### src/hdl/ejs_pkg.sv
// ============================================================================
// ejs_pkg
// Shared codes and constants of the job scheduler: opcodes, policy codes and
// the layout of the configuration port.
// ============================================================================
package ejs_pkg;

    // Opcodes of an input word.
    localparam logic OP_LOAD = 1'b0;
    localparam logic OP_TICK = 1'b1;

    // Selection policies. The unused code behaves as earliest deadline.
    localparam logic [1:0] POL_EDF  = 2'd0;
    localparam logic [1:0] POL_LSTF = 2'd1;
    localparam logic [1:0] POL_SJF  = 2'd2;

    // Configuration port layout.
    localparam int CFG_IDX_W  = 1;
    localparam int CFG_DATA_W = 2;

    localparam logic [CFG_IDX_W-1:0] CFG_POLICY  = 1'd0;
    localparam logic [CFG_IDX_W-1:0] CFG_PREEMPT = 1'd1;

endpackage

### src/hdl/ejs_job_if.sv
// ============================================================================
// ejs_job_if
// Input channel of the job scheduler: valid/ready handshake and the fields of
// one load or tick word.
// ============================================================================
interface ejs_job_if #(
    parameter int ID_BITS   = 8,
    parameter int TIME_BITS = 16
);
    logic                 valid;
    logic                 ready;
    logic                 opcode;
    logic [ID_BITS-1:0]   job_id;
    logic [TIME_BITS-1:0] release_time;
    logic [TIME_BITS-1:0] exec_ticks;
    logic [TIME_BITS-1:0] job_deadline;

    modport source (
        output valid, opcode, job_id, release_time, exec_ticks, job_deadline,
        input  ready
    );
    modport sink (
        input  valid, opcode, job_id, release_time, exec_ticks, job_deadline,
        output ready
    );
endinterface

### src/hdl/ejs_res_if.sv
// ============================================================================
// ejs_res_if
// Result channel of the job scheduler: valid/ready handshake and the fields
// of one result word.
// ============================================================================
interface ejs_res_if #(
    parameter int ID_BITS   = 8,
    parameter int TIME_BITS = 16
);
    logic                 valid;
    logic                 ready;
    logic [ID_BITS-1:0]   running_id;
    logic                 idle;
    logic                 completed;
    logic [TIME_BITS-1:0] completion_time;
    logic [TIME_BITS-1:0] wait_ticks;
    logic                 missed;
    logic                 load_error;

    modport source (
        output valid, running_id, idle, completed, completion_time, wait_ticks,
               missed, load_error,
        input  ready
    );
    modport sink (
        input  valid, running_id, idle, completed, completion_time, wait_ticks,
               missed, load_error,
        output ready
    );
endinterface

### src/hdl/ejs_entry_ram.sv
// ============================================================================
// ejs_entry_ram
// Job table storage: one write port and one read port with registered read
// data.
// ============================================================================
module ejs_entry_ram #(
    parameter int WIDTH = 73,
    parameter int DEPTH = 32,
    parameter int AW    = 5
) (
    input  logic             i_clk,
    input  logic             i_we,
    input  logic [AW-1:0]    i_waddr,
    input  logic [WIDTH-1:0] i_wdata,
    input  logic [AW-1:0]    i_raddr,
    output logic [WIDTH-1:0] o_rdata
);
    logic [WIDTH-1:0] r_mem [DEPTH];
    logic [WIDTH-1:0] r_rdata;

    // Write port.
    always_ff @(posedge i_clk) begin
        if (i_we) begin
            r_mem[i_waddr] <= i_wdata;
        end
    end

    // Registered read port.
    always_ff @(posedge i_clk) begin
        r_rdata <= r_mem[i_raddr];
    end

    assign o_rdata = r_rdata;
endmodule

### src/hdl/edf_lstf_sjf_job_scheduler.sv
// ============================================================================
// edf_lstf_sjf_job_scheduler
// Single-processor job scheduler with a table of up to MAX_JOBS jobs, picking
// by earliest deadline, least slack or shortest job.
// ============================================================================
// A load word appends a job to the table and returns a result (load_error
// is set when the table is full). A tick word scans the loaded jobs one
// table entry per cycle through the single read port of the job table,
// feeding one shared key and compare unit, and returns its result after the
// scan; when a started job keeps the processor in non-preemptive mode the
// tick skips the scan. The input is ready only between items, and a
// finished result waits in an output register, so the next word is taken
// while the previous result is still unclaimed. Ties go to the lowest job
// id, then to the earliest loaded entry. Time saturates at its maximum
// value.
module edf_lstf_sjf_job_scheduler
#(
    parameter int MAX_JOBS  = 32,
    parameter int TIME_BITS = 16,
    parameter int ID_BITS   = 8
) (
    input  logic                          i_clk,
    input  logic                          i_rst_n,
    ejs_job_if.sink                       i_job,
    ejs_res_if.source                     o_res,
    input  logic                          i_cfg_we,
    input  logic [ejs_pkg::CFG_IDX_W-1:0] i_cfg_idx,
    input  logic [ejs_pkg::CFG_DATA_W-1:0] i_cfg_data
);
    import ejs_pkg::*;

    localparam int IDX_W = $clog2(MAX_JOBS);
    localparam int CNT_W = $clog2(MAX_JOBS + 1);
    localparam int KEY_W = TIME_BITS + 2;
    localparam logic [TIME_BITS-1:0] TIME_MAX = {TIME_BITS{1'b1}};

    typedef struct packed {
        logic                 fin;
        logic [TIME_BITS-1:0] done;
        logic [TIME_BITS-1:0] due;
        logic [TIME_BITS-1:0] exec;
        logic [TIME_BITS-1:0] rel;
        logic [ID_BITS-1:0]   id;
    } t_entry;

    localparam int ENTRY_W = $bits(t_entry);

    typedef enum logic [2:0] {
        ST_IDLE,
        ST_CHK,
        ST_SCAN,
        ST_COMMIT,
        ST_FIN,
        ST_OUT
    } t_state;

    // Control state.
    t_state               r_state;
    logic [1:0]           r_policy;
    logic                 r_preempt;
    logic [CNT_W-1:0]     r_count;
    logic [TIME_BITS-1:0] r_now;
    logic [IDX_W-1:0]     r_cur_slot;
    logic                 r_busy;
    logic [CNT_W-1:0]     r_idx;
    logic                 r_pend_vld;
    logic [IDX_W-1:0]     r_pend_slot;
    logic                 r_b_vld;
    logic                 r_o_valid;

    // Best candidate so far.
    logic [IDX_W-1:0]        r_b_slot;
    logic signed [KEY_W-1:0] r_b_key;
    logic [ID_BITS-1:0]      r_b_id;
    logic [TIME_BITS-1:0]    r_b_rel;
    logic [TIME_BITS-1:0]    r_b_exec;
    logic [TIME_BITS-1:0]    r_b_due;
    logic [TIME_BITS-1:0]    r_b_done;
    logic [TIME_BITS:0]      r_need;

    // Pending result and output register.
    logic [ID_BITS-1:0]   r_res_id;
    logic                 r_res_idle;
    logic                 r_res_completed;
    logic [TIME_BITS-1:0] r_res_ct;
    logic [TIME_BITS-1:0] r_res_wait;
    logic                 r_res_missed;
    logic                 r_res_lerr;
    logic [ID_BITS-1:0]   r_o_id;
    logic                 r_o_idle;
    logic                 r_o_completed;
    logic [TIME_BITS-1:0] r_o_ct;
    logic [TIME_BITS-1:0] r_o_wait;
    logic                 r_o_missed;
    logic                 r_o_lerr;

    // Table ports.
    logic                 w_we;
    logic [IDX_W-1:0]     w_waddr;
    t_entry               w_wentry;
    logic [IDX_W-1:0]     w_raddr;
    logic [ENTRY_W-1:0]   w_rdata;
    t_entry               w_rentry;

    // Shared compare unit and commit arithmetic.
    logic                    w_accept;
    logic                    w_full;
    logic                    w_eligible;
    logic signed [KEY_W-1:0] w_key;
    logic                    w_better;
    logic                    w_cur_ok;
    logic [TIME_BITS-1:0]    n_now;
    logic [TIME_BITS-1:0]    n_done;
    logic                    n_fin;

    ejs_entry_ram #(
        .WIDTH (ENTRY_W),
        .DEPTH (MAX_JOBS),
        .AW    (IDX_W)
    ) u_table (
        .i_clk   (i_clk),
        .i_we    (w_we),
        .i_waddr (w_waddr),
        .i_wdata (w_wentry),
        .i_raddr (w_raddr),
        .o_rdata (w_rdata)
    );

    assign w_rentry = t_entry'(w_rdata);
    assign w_accept = i_job.valid && i_job.ready;
    assign w_full   = (r_count == CNT_W'(MAX_JOBS));
    assign w_cur_ok = ({{(CNT_W-IDX_W){1'b0}}, r_cur_slot} < r_count);

    // Read address: the scan index while scanning, else the running job.
    assign w_raddr = (r_state == ST_SCAN) ? r_idx[IDX_W-1:0] : r_cur_slot;

    // Table write: a new job on load, updated progress on commit.
    always_comb begin
        w_we     = 1'b0;
        w_waddr  = r_count[IDX_W-1:0];
        w_wentry = '{fin: 1'b0, done: '0, due: i_job.job_deadline,
                     exec: i_job.exec_ticks, rel: i_job.release_time,
                     id: i_job.job_id};
        if (r_state == ST_IDLE) begin
            w_we = w_accept && (i_job.opcode == OP_LOAD) && !w_full;
        end else if (r_state == ST_COMMIT) begin
            w_we     = r_b_vld;
            w_waddr  = r_b_slot;
            w_wentry = '{fin: n_fin, done: n_done, due: r_b_due, exec: r_b_exec,
                         rel: r_b_rel, id: r_b_id};
        end
    end

    // Sort key of the entry on the read port and the compare against the best.
    always_comb begin
        w_eligible = !w_rentry.fin && (w_rentry.rel <= r_now);
        case (r_policy)
            POL_LSTF: w_key = $signed({2'b00, w_rentry.due})
                            - $signed({2'b00, r_now})
                            - $signed({2'b00, w_rentry.exec})
                            + $signed({2'b00, w_rentry.done});
            POL_SJF:  w_key = $signed({2'b00, w_rentry.exec});
            default:  w_key = $signed({2'b00, w_rentry.due});
        endcase
        w_better = w_eligible && (!r_b_vld || (w_key < r_b_key) ||
                   ((w_key == r_b_key) && (w_rentry.id < r_b_id)));
    end

    // Saturating time and progress for the chosen job.
    always_comb begin
        n_now  = (r_now == TIME_MAX) ? r_now : r_now + 1'b1;
        n_done = (r_b_done == TIME_MAX) ? r_b_done : r_b_done + 1'b1;
        n_fin  = (n_done >= r_b_exec);
    end

    // Sequencer, scheduler state and result registers.
    always_ff @(posedge i_clk) begin
        if (!i_rst_n) begin
            r_state    <= ST_IDLE;
            r_policy   <= POL_EDF;
            r_preempt  <= 1'b1;
            r_count    <= '0;
            r_now      <= '0;
            r_cur_slot <= '0;
            r_busy     <= 1'b0;
            r_idx      <= '0;
            r_pend_vld <= 1'b0;
            r_b_vld    <= 1'b0;
            r_o_valid  <= 1'b0;
        end else begin
            // Configuration writes.
            if (i_cfg_we) begin
                case (i_cfg_idx)
                    CFG_POLICY:  r_policy  <= i_cfg_data[1:0];
                    CFG_PREEMPT: r_preempt <= i_cfg_data[0];
                    default: ;
                endcase
            end

            // A claimed word leaves the output register unless a new one
            // replaces it in the same cycle.
            if (o_res.ready && (r_state != ST_OUT)) begin
                r_o_valid <= 1'b0;
            end

            case (r_state)
                ST_IDLE: begin
                    if (w_accept) begin
                        r_res_id        <= '0;
                        r_res_idle      <= 1'b0;
                        r_res_completed <= 1'b0;
                        r_res_ct        <= '0;
                        r_res_wait      <= '0;
                        r_res_missed    <= 1'b0;
                        r_res_lerr      <= (i_job.opcode == OP_LOAD) && w_full;
                        r_b_vld         <= 1'b0;
                        r_idx           <= '0;
                        if (i_job.opcode == OP_LOAD) begin
                            if (!w_full) begin
                                r_count <= r_count + 1'b1;
                            end
                            r_state <= ST_OUT;
                        end else if (!r_preempt && r_busy) begin
                            r_state <= ST_CHK;
                        end else begin
                            r_state <= ST_SCAN;
                        end
                    end
                end

                // Non-preemptive: keep the started job if it is still eligible.
                ST_CHK: begin
                    if (w_cur_ok && w_eligible) begin
                        r_b_vld  <= 1'b1;
                        r_b_slot <= r_cur_slot;
                        r_b_key  <= w_key;
                        r_b_id   <= w_rentry.id;
                        r_b_rel  <= w_rentry.rel;
                        r_b_exec <= w_rentry.exec;
                        r_b_due  <= w_rentry.due;
                        r_b_done <= w_rentry.done;
                        r_state  <= ST_COMMIT;
                    end else begin
                        r_state <= ST_SCAN;
                    end
                end

                // One entry issued and one entry compared per cycle.
                ST_SCAN: begin
                    if (r_pend_vld && w_better) begin
                        r_b_vld  <= 1'b1;
                        r_b_slot <= r_pend_slot;
                        r_b_key  <= w_key;
                        r_b_id   <= w_rentry.id;
                        r_b_rel  <= w_rentry.rel;
                        r_b_exec <= w_rentry.exec;
                        r_b_due  <= w_rentry.due;
                        r_b_done <= w_rentry.done;
                    end
                    if (r_idx < r_count) begin
                        r_pend_vld  <= 1'b1;
                        r_pend_slot <= r_idx[IDX_W-1:0];
                        r_idx       <= r_idx + 1'b1;
                    end else begin
                        r_pend_vld <= 1'b0;
                        r_state    <= ST_COMMIT;
                    end
                end

                // Run the chosen job for one tick and advance time.
                ST_COMMIT: begin
                    r_now  <= n_now;
                    r_need <= {1'b0, r_b_rel} + {1'b0, r_b_exec};
                    if (!r_b_vld) begin
                        r_busy     <= 1'b0;
                        r_res_idle <= 1'b1;
                    end else begin
                        r_res_id <= r_b_id;
                        if (n_fin) begin
                            r_busy          <= 1'b0;
                            r_res_completed <= 1'b1;
                            r_res_ct        <= n_now;
                            r_res_missed    <= (n_now > r_b_due);
                        end else begin
                            r_busy     <= 1'b1;
                            r_cur_slot <= r_b_slot;
                        end
                    end
                    r_state <= ST_FIN;
                end

                // Wait time of a completed job, clamped at zero.
                ST_FIN: begin
                    if (r_res_completed && ({1'b0, r_now} > r_need)) begin
                        r_res_wait <= TIME_BITS'({1'b0, r_now} - r_need);
                    end
                    r_state <= ST_OUT;
                end

                // Hand the result to the output register once it is free.
                ST_OUT: begin
                    if (!r_o_valid || o_res.ready) begin
                        r_o_valid     <= 1'b1;
                        r_o_id        <= r_res_id;
                        r_o_idle      <= r_res_idle;
                        r_o_completed <= r_res_completed;
                        r_o_ct        <= r_res_ct;
                        r_o_wait      <= r_res_wait;
                        r_o_missed    <= r_res_missed;
                        r_o_lerr      <= r_res_lerr;
                        r_state       <= ST_IDLE;
                    end
                end

                default: r_state <= ST_IDLE;
            endcase
        end
    end

    // Channel outputs.
    assign i_job.ready           = (r_state == ST_IDLE);
    assign o_res.valid           = r_o_valid;
    assign o_res.running_id      = r_o_id;
    assign o_res.idle            = r_o_idle;
    assign o_res.completed       = r_o_completed;
    assign o_res.completion_time = r_o_ct;
    assign o_res.wait_ticks      = r_o_wait;
    assign o_res.missed          = r_o_missed;
    assign o_res.load_error      = r_o_lerr;

`ifndef ASSERT_OFF
    // The table never holds more jobs than it has entries.
    a_count_bound: assert property (@(posedge i_clk) disable iff (!i_rst_n)
        r_count <= CNT_W'(MAX_JOBS))
        else $error("job count exceeds table depth");

    // A job that holds the processor is always a loaded entry.
    a_busy_slot: assert property (@(posedge i_clk) disable iff (!i_rst_n)
        r_busy |-> w_cur_ok)
        else $error("running job slot is not loaded");

    // A result word carries at most one of idle, completion and load error.
    a_res_kind: assert property (@(posedge i_clk) disable iff (!i_rst_n)
        o_res.valid |-> $onehot0({o_res.idle, o_res.completed, o_res.load_error}))
        else $error("result word has conflicting flags");

    // An idle tick reports no job.
    a_idle_id: assert property (@(posedge i_clk) disable iff (!i_rst_n)
        (o_res.valid && o_res.idle) |-> (o_res.running_id == '0))
        else $error("idle tick reports a job id");
`endif
endmodule
### src/flat_wrapper.sv
// flat-port wrapper written by rule: the top's interface ports become plain ports
module edf_lstf_sjf_job_scheduler_flat import ejs_pkg::*;
#(
    parameter int MAX_JOBS  = 32,
    parameter int TIME_BITS = 16,
    parameter int ID_BITS   = 8
)
  (i_clk, i_rst_n, i_cfg_we, i_cfg_idx, i_cfg_data, i_job_valid, i_job_opcode, i_job_job_id, i_job_release_time, i_job_exec_ticks, i_job_job_deadline, i_job_ready, o_res_valid, o_res_running_id, o_res_idle, o_res_completed, o_res_completion_time, o_res_wait_ticks, o_res_missed, o_res_load_error, o_res_ready);
  ejs_job_if #(.ID_BITS(ID_BITS), .TIME_BITS(TIME_BITS)) i_job_i ();
  ejs_res_if #(.ID_BITS(ID_BITS), .TIME_BITS(TIME_BITS)) o_res_i ();
  input  logic i_clk;
  input  logic i_rst_n;
  input  logic i_cfg_we;
  input  logic [ejs_pkg::CFG_IDX_W-1:0] i_cfg_idx;
  input  logic [ejs_pkg::CFG_DATA_W-1:0] i_cfg_data;
  input wire logic [$bits(i_job_i.valid)-1:0] i_job_valid;
  input wire logic [$bits(i_job_i.opcode)-1:0] i_job_opcode;
  input wire logic [$bits(i_job_i.job_id)-1:0] i_job_job_id;
  input wire logic [$bits(i_job_i.release_time)-1:0] i_job_release_time;
  input wire logic [$bits(i_job_i.exec_ticks)-1:0] i_job_exec_ticks;
  input wire logic [$bits(i_job_i.job_deadline)-1:0] i_job_job_deadline;
  output wire logic [$bits(i_job_i.ready)-1:0] i_job_ready;
  output wire logic [$bits(o_res_i.valid)-1:0] o_res_valid;
  output wire logic [$bits(o_res_i.running_id)-1:0] o_res_running_id;
  output wire logic [$bits(o_res_i.idle)-1:0] o_res_idle;
  output wire logic [$bits(o_res_i.completed)-1:0] o_res_completed;
  output wire logic [$bits(o_res_i.completion_time)-1:0] o_res_completion_time;
  output wire logic [$bits(o_res_i.wait_ticks)-1:0] o_res_wait_ticks;
  output wire logic [$bits(o_res_i.missed)-1:0] o_res_missed;
  output wire logic [$bits(o_res_i.load_error)-1:0] o_res_load_error;
  input wire logic [$bits(o_res_i.ready)-1:0] o_res_ready;
  assign i_job_i.valid = i_job_valid;
  assign i_job_i.opcode = i_job_opcode;
  assign i_job_i.job_id = i_job_job_id;
  assign i_job_i.release_time = i_job_release_time;
  assign i_job_i.exec_ticks = i_job_exec_ticks;
  assign i_job_i.job_deadline = i_job_job_deadline;
  assign i_job_ready = i_job_i.ready;
  assign o_res_valid = o_res_i.valid;
  assign o_res_running_id = o_res_i.running_id;
  assign o_res_idle = o_res_i.idle;
  assign o_res_completed = o_res_i.completed;
  assign o_res_completion_time = o_res_i.completion_time;
  assign o_res_wait_ticks = o_res_i.wait_ticks;
  assign o_res_missed = o_res_i.missed;
  assign o_res_load_error = o_res_i.load_error;
  assign o_res_i.ready = o_res_ready;
  edf_lstf_sjf_job_scheduler #(.MAX_JOBS(MAX_JOBS), .TIME_BITS(TIME_BITS), .ID_BITS(ID_BITS)) u_core (.i_clk(i_clk), .i_rst_n(i_rst_n), .i_job(i_job_i), .o_res(o_res_i), .i_cfg_we(i_cfg_we), .i_cfg_idx(i_cfg_idx), .i_cfg_data(i_cfg_data));
endmodule
### config.mk
export PLATFORM = sky130hd
export DESIGN_NAME = edf_lstf_sjf_job_scheduler_flat
export DESIGN_NICKNAME = d
export VERILOG_FILES = /design/src/hdl/ejs_pkg.sv /design/src/hdl/ejs_job_if.sv /design/src/hdl/ejs_res_if.sv /design/src/hdl/ejs_entry_ram.sv /design/src/hdl/edf_lstf_sjf_job_scheduler.sv /design/src/flat_wrapper.sv
export SDC_FILE = /design/constraint.sdc
export NUM_CORES = 2
export LEC_CHECK = 0
export ABC_AREA = 1
export BUFFER_PORTS_ARGS = -buffer_cell sky130_fd_sc_hd__buf_2
export CAP_MARGIN = 25
export CORE_UTILIZATION = 45
export CTS_CLUSTER_DIAMETER = 80
export DETAILED_ROUTE_END_ITERATION = 16
export REMOVE_ABC_BUFFERS = 1
export SLEW_MARGIN = 10
export SYNTH_ARGS = -nofsm -noshare
export SYNTH_HDL_FRONTEND = slang
export SYNTH_HIERARCHICAL = 1
export SYNTH_SLANG_ARGS = --single-unit
### constraint.sdc
create_clock -name i_clk -period 9.54 [get_ports i_clk]
set_input_delay 0.954 -clock i_clk [delete_from_list [all_inputs] [get_ports i_clk]]
set_output_delay 0.954 -clock i_clk [all_outputs]
set_load 0.05 [all_outputs]
==> impl_metrics.tcl <==
set metrics [dict create \
    syn_to_final_growth_pct 12.19 \
    cp_max_fo 95 \
    critPathMostFrequentCell "nand2_1" \
    tritoncts "built" \
    dieArea_sq_um 247900 \
    max_slew.worst_pin.slew_ns 1.190 \
    vias 74897 \
    combPwrFrac 0.208 \
    die_h_um 497.9 \
    clock.fmax_mhz 143.0 \
    p_leak_nw 45.35 \
    synth_cell_type_count 54 \
    grt_pass1_vias 69512 \
    rsz0062_at_grt "no" \
    wl_per_cell_um 26.56 \
    ctsRootBufferMaster "clkbuf_16" \
    io_buffer_count 110 \
    rr_endpoint "u_core/r_b_done[3]" \
    slew_viol_final 0 \
    cellInternalPower_mw 22.18 \
    critPathBufInv 4 \
    swShare 0.3027 \
    synth_edf_count 2541 \
    path_depth 35 \
    grt_usage 0.2731 \
    clock_path_buffers 4 \
    cap_viol_max_count 0 \
    total_power_mw 31.80 \
    clock_sinks 2657 \
    htreeDepth 5 \
    crit_end "u_core/r_b_done[3]" \
    grt_max_degree 208 \
    hold_viol_final 0 \
    ctsHoldBuffers 0 \
    syn_inst 9509 \
    slew_headroom 0.2068 \
    place_hpwl_mm 184.9 \
    crit_start "u_core/r_now[0]" \
    pre_cts_ws_ns 2.465 \
    core_sq_um 243900 \
    fin_crit_sh 0.7330 \
    ys.flop_type "edfxtp_1" \
    cts_setup_buffers 0 \
    antenna_found_initial 21 \
    async_flop_share 0 \
    drtPass1Iterations 7 \
    min_path_type "in -> reg" \
    die_x_um 497.9 \
    dr.first_iter.drc_count 9711 \
    postCtsResizedCells 0 \
    seqPwrFrac 0.444 \
    critical_path_required_ns 10.06 \
    finalSetupTns_ns 0 \
    syn_area_sq_um 110700 \
    r2r_cells 35 \
    arrival_ns 7.52 \
    reg2reg_slack_ns 2.55 \
    p_clk_frac 0.349 \
    clk_pin_slew_ns 0.06 \
    setup_ws_ns 2.547 \
    crit_slowest_cell "o21ai_0" \
    overflow 0 \
    rows 181 \
    avgSynthCellArea_sq_um 11.64 \
    slowest_delay_ns 0.56 \
    setup_violations 0 \
    ys_warn_count 6 \
    cts_buffers 298 \
    drt-total-wl_mm 345.4 \
    grt_pass1_wl_mm 494.7 \
    via_per_inst 5.760 \
    fin_crit_ns 6.993 \
    fin_worst_skew_ns 0.08844 \
    drtAntennaViolNets 0 \
    status "finished clean" \
    switchingPower_mw 9.626 \
    critPathLaunchType "flop" \
    ir_drop_v 0.0001639 \
    seq_area_frac_synth 0.7104 \
    drive_gt1_frac 0.08564 \
    path_class "reg -> reg" \
    route.detailed.drc 0 \
    powerDensity_nw_per_um2 256.2 \
    reg2reg_from "u_core/r_now[0]" \
    gp_congestion 0.9188 \
    ys_seq_elements 2657 \
    io-pin-count 111 \
    start_util 0.4537 \
    cp_top_family "simple AND/OR/NAND/NOR gates" \
    cp-end-kind "flop" \
    clock_latency_ns 0.96 \
    nNetsFinal 9825 \
]
## through the flow
stage,util,instances,instance area [sq um],hold WS (ns)
3_5_place_dp,0.4699,12474,114600,0.4052
3_3_place_gp,0.4690,12461,114400,0.4050
5_1_grt,0.5090,13000,124100,0.2926
2_1_floorplan,-,8973,107800,0.4003
4_1_cts,0.5080,12985,123900,0.2494
6_report,0.5090,13003,124200,0.3050
## synth_stat cells (all sizes together), types with 4 or more instances
library cell,instances,area share
or2,7,0.00040
nand3,2121,0.096
nand2,3083,0.10
dfxtp,116,0.021
ha,155,0.018
fa,19,0.0034
a31oi,7,0.00040
nor4,4,0.00023
a21boi,6,0.00041
o21a,4,0.00027
nand4,17,0.00096
xor2,38,0.0031
nor2,153,0.0056
a21o,9,0.00061
nor3,41,0.0026
edfxtp,2541,0.69
a21oi,192,0.0089
xnor2,10,0.00079
a211oi,5,0.00034
inv,298,0.010
o21bai,10,0.00071
o21ai,122,0.0056
clkbuf,120,0.0041
buf,416,0.022
## routing by layer
metal | global-route usage | vias up | wire (um)
li1 | - | 33560 | -
met1 | 0.3872 | 37094 | 143800
met2 | 0.4310 | 3629 | 160000
met3 | 0.03880 | 606 | 29190
met4 | 0.09394 | 8 | 12270
met5 | 0 | - | 69
## worst register-to-register path, delay by kind of cell, from the launching register on
family | cells | cell delay, ns
AND/OR/NAND/NOR | 21 | 2.43
adder cells (fa/ha/maj) | 5 | 1.71
AO/OA/AOI/OAI | 4 | 0.99
buffers and inverters | 4 | 0.58
flip-flops | 1 | 0.42
XOR/XNOR | 1 | 0.30
## worst min path at each step
stage	slack, ns	cells past startpoint	start	end
final	0.31	2	i_cfg_we	u_core/r_preempt
after global routing	0.29	2	i_cfg_we	u_core/r_preempt
after CTS	0.25	2	i_cfg_we	u_core/r_preempt
after detailed placement	0.41	0	u_core/r_res_ct[2]	u_core/o_res.completion_time[2]
after global placement	0.41	0	u_core/r_res_wait[6]	u_core/o_res.wait_ticks[6]
after floorplan	0.40	0	u_core/r_res_ct[0]	u_core/o_res.completion_time[0]
## area by class of cell
type                    instances  area [sq um]
diodes                          4         10.01
clock buffers                 409          8263
clock inverters               102          1031
fillers                     20935        119700
inverters                     299          1174
multi-input cells            6017         28470
flip-flops and latches       2657         78630
well taps                    3202          4006
repair buffers                313          2572
## layout by cell type (no fill, tap or decap), drive strengths merged, types with 9 or more instances in the layout
cell type	instances
dfxtp	116
buf	312
fa	19
a21oi	192
xor2	38
clkbuf	410
nor3	41
xnor2	10
clkinv	70
o21ai	122
edfxtp	2541
o21bai	10
nand4	17
nor2	153
ha	155
bufinv	20
nand3	2121
a21o	9
nand2	3083
inv	306
## registers in the layout, indices dropped and copies added, names as in the netlist, 16 cells and up
| signal | cells |
|---|---|
| u_core/r_b_key | 18 |
| u_core/r_res_ct | 16 |
| u_core/r_need | 17 |
| u_core/r_b_done | 16 |
| u_core/o_res.wait_ticks | 16 |
| u_core/u_table/o_rdata | 73 |
| u_core/r_b_due | 16 |
| u_core/r_b_exec | 16 |
| u_core/o_res.completion_time | 16 |
| u_core/u_table/r_mem | 2336 |
| u_core/r_res_wait | 16 |
| u_core/r_b_rel | 16 |
| u_core/r_now | 16 |
## cell families (layout without fill, tap and decap cells)
| logic type | after synthesis | in the layout | synth area share |
|---|---|---|---|
| compound gates | 366 | 366 | 0.01815 |
| xor+xnor | 48 | 48 | 0.003867 |
| fa+ha+maj | 174 | 174 | 0.02096 |
| buf+inv | 835 | 1123 | 0.03600 |
| flops | 2657 | 2657 | 0.7104 |
| other cells | 0 | 4 | 0 |
| simple gates | 5429 | 5429 | 0.2106 |
## power by group through the flow
stage,clock network (mW),registers (mW),logic (mW)
4_1_cts,11.2,14.1,6.55
5_1_grt,11.7,14.1,7.31
3_3_place_gp,0,14.3,6.48
2_1_floorplan,0,14.2,6.41
6_report,11.1,14.1,6.60
3_5_place_dp,0,14.3,6.51
Note: power is estimated with default switching activity, not from simulation.
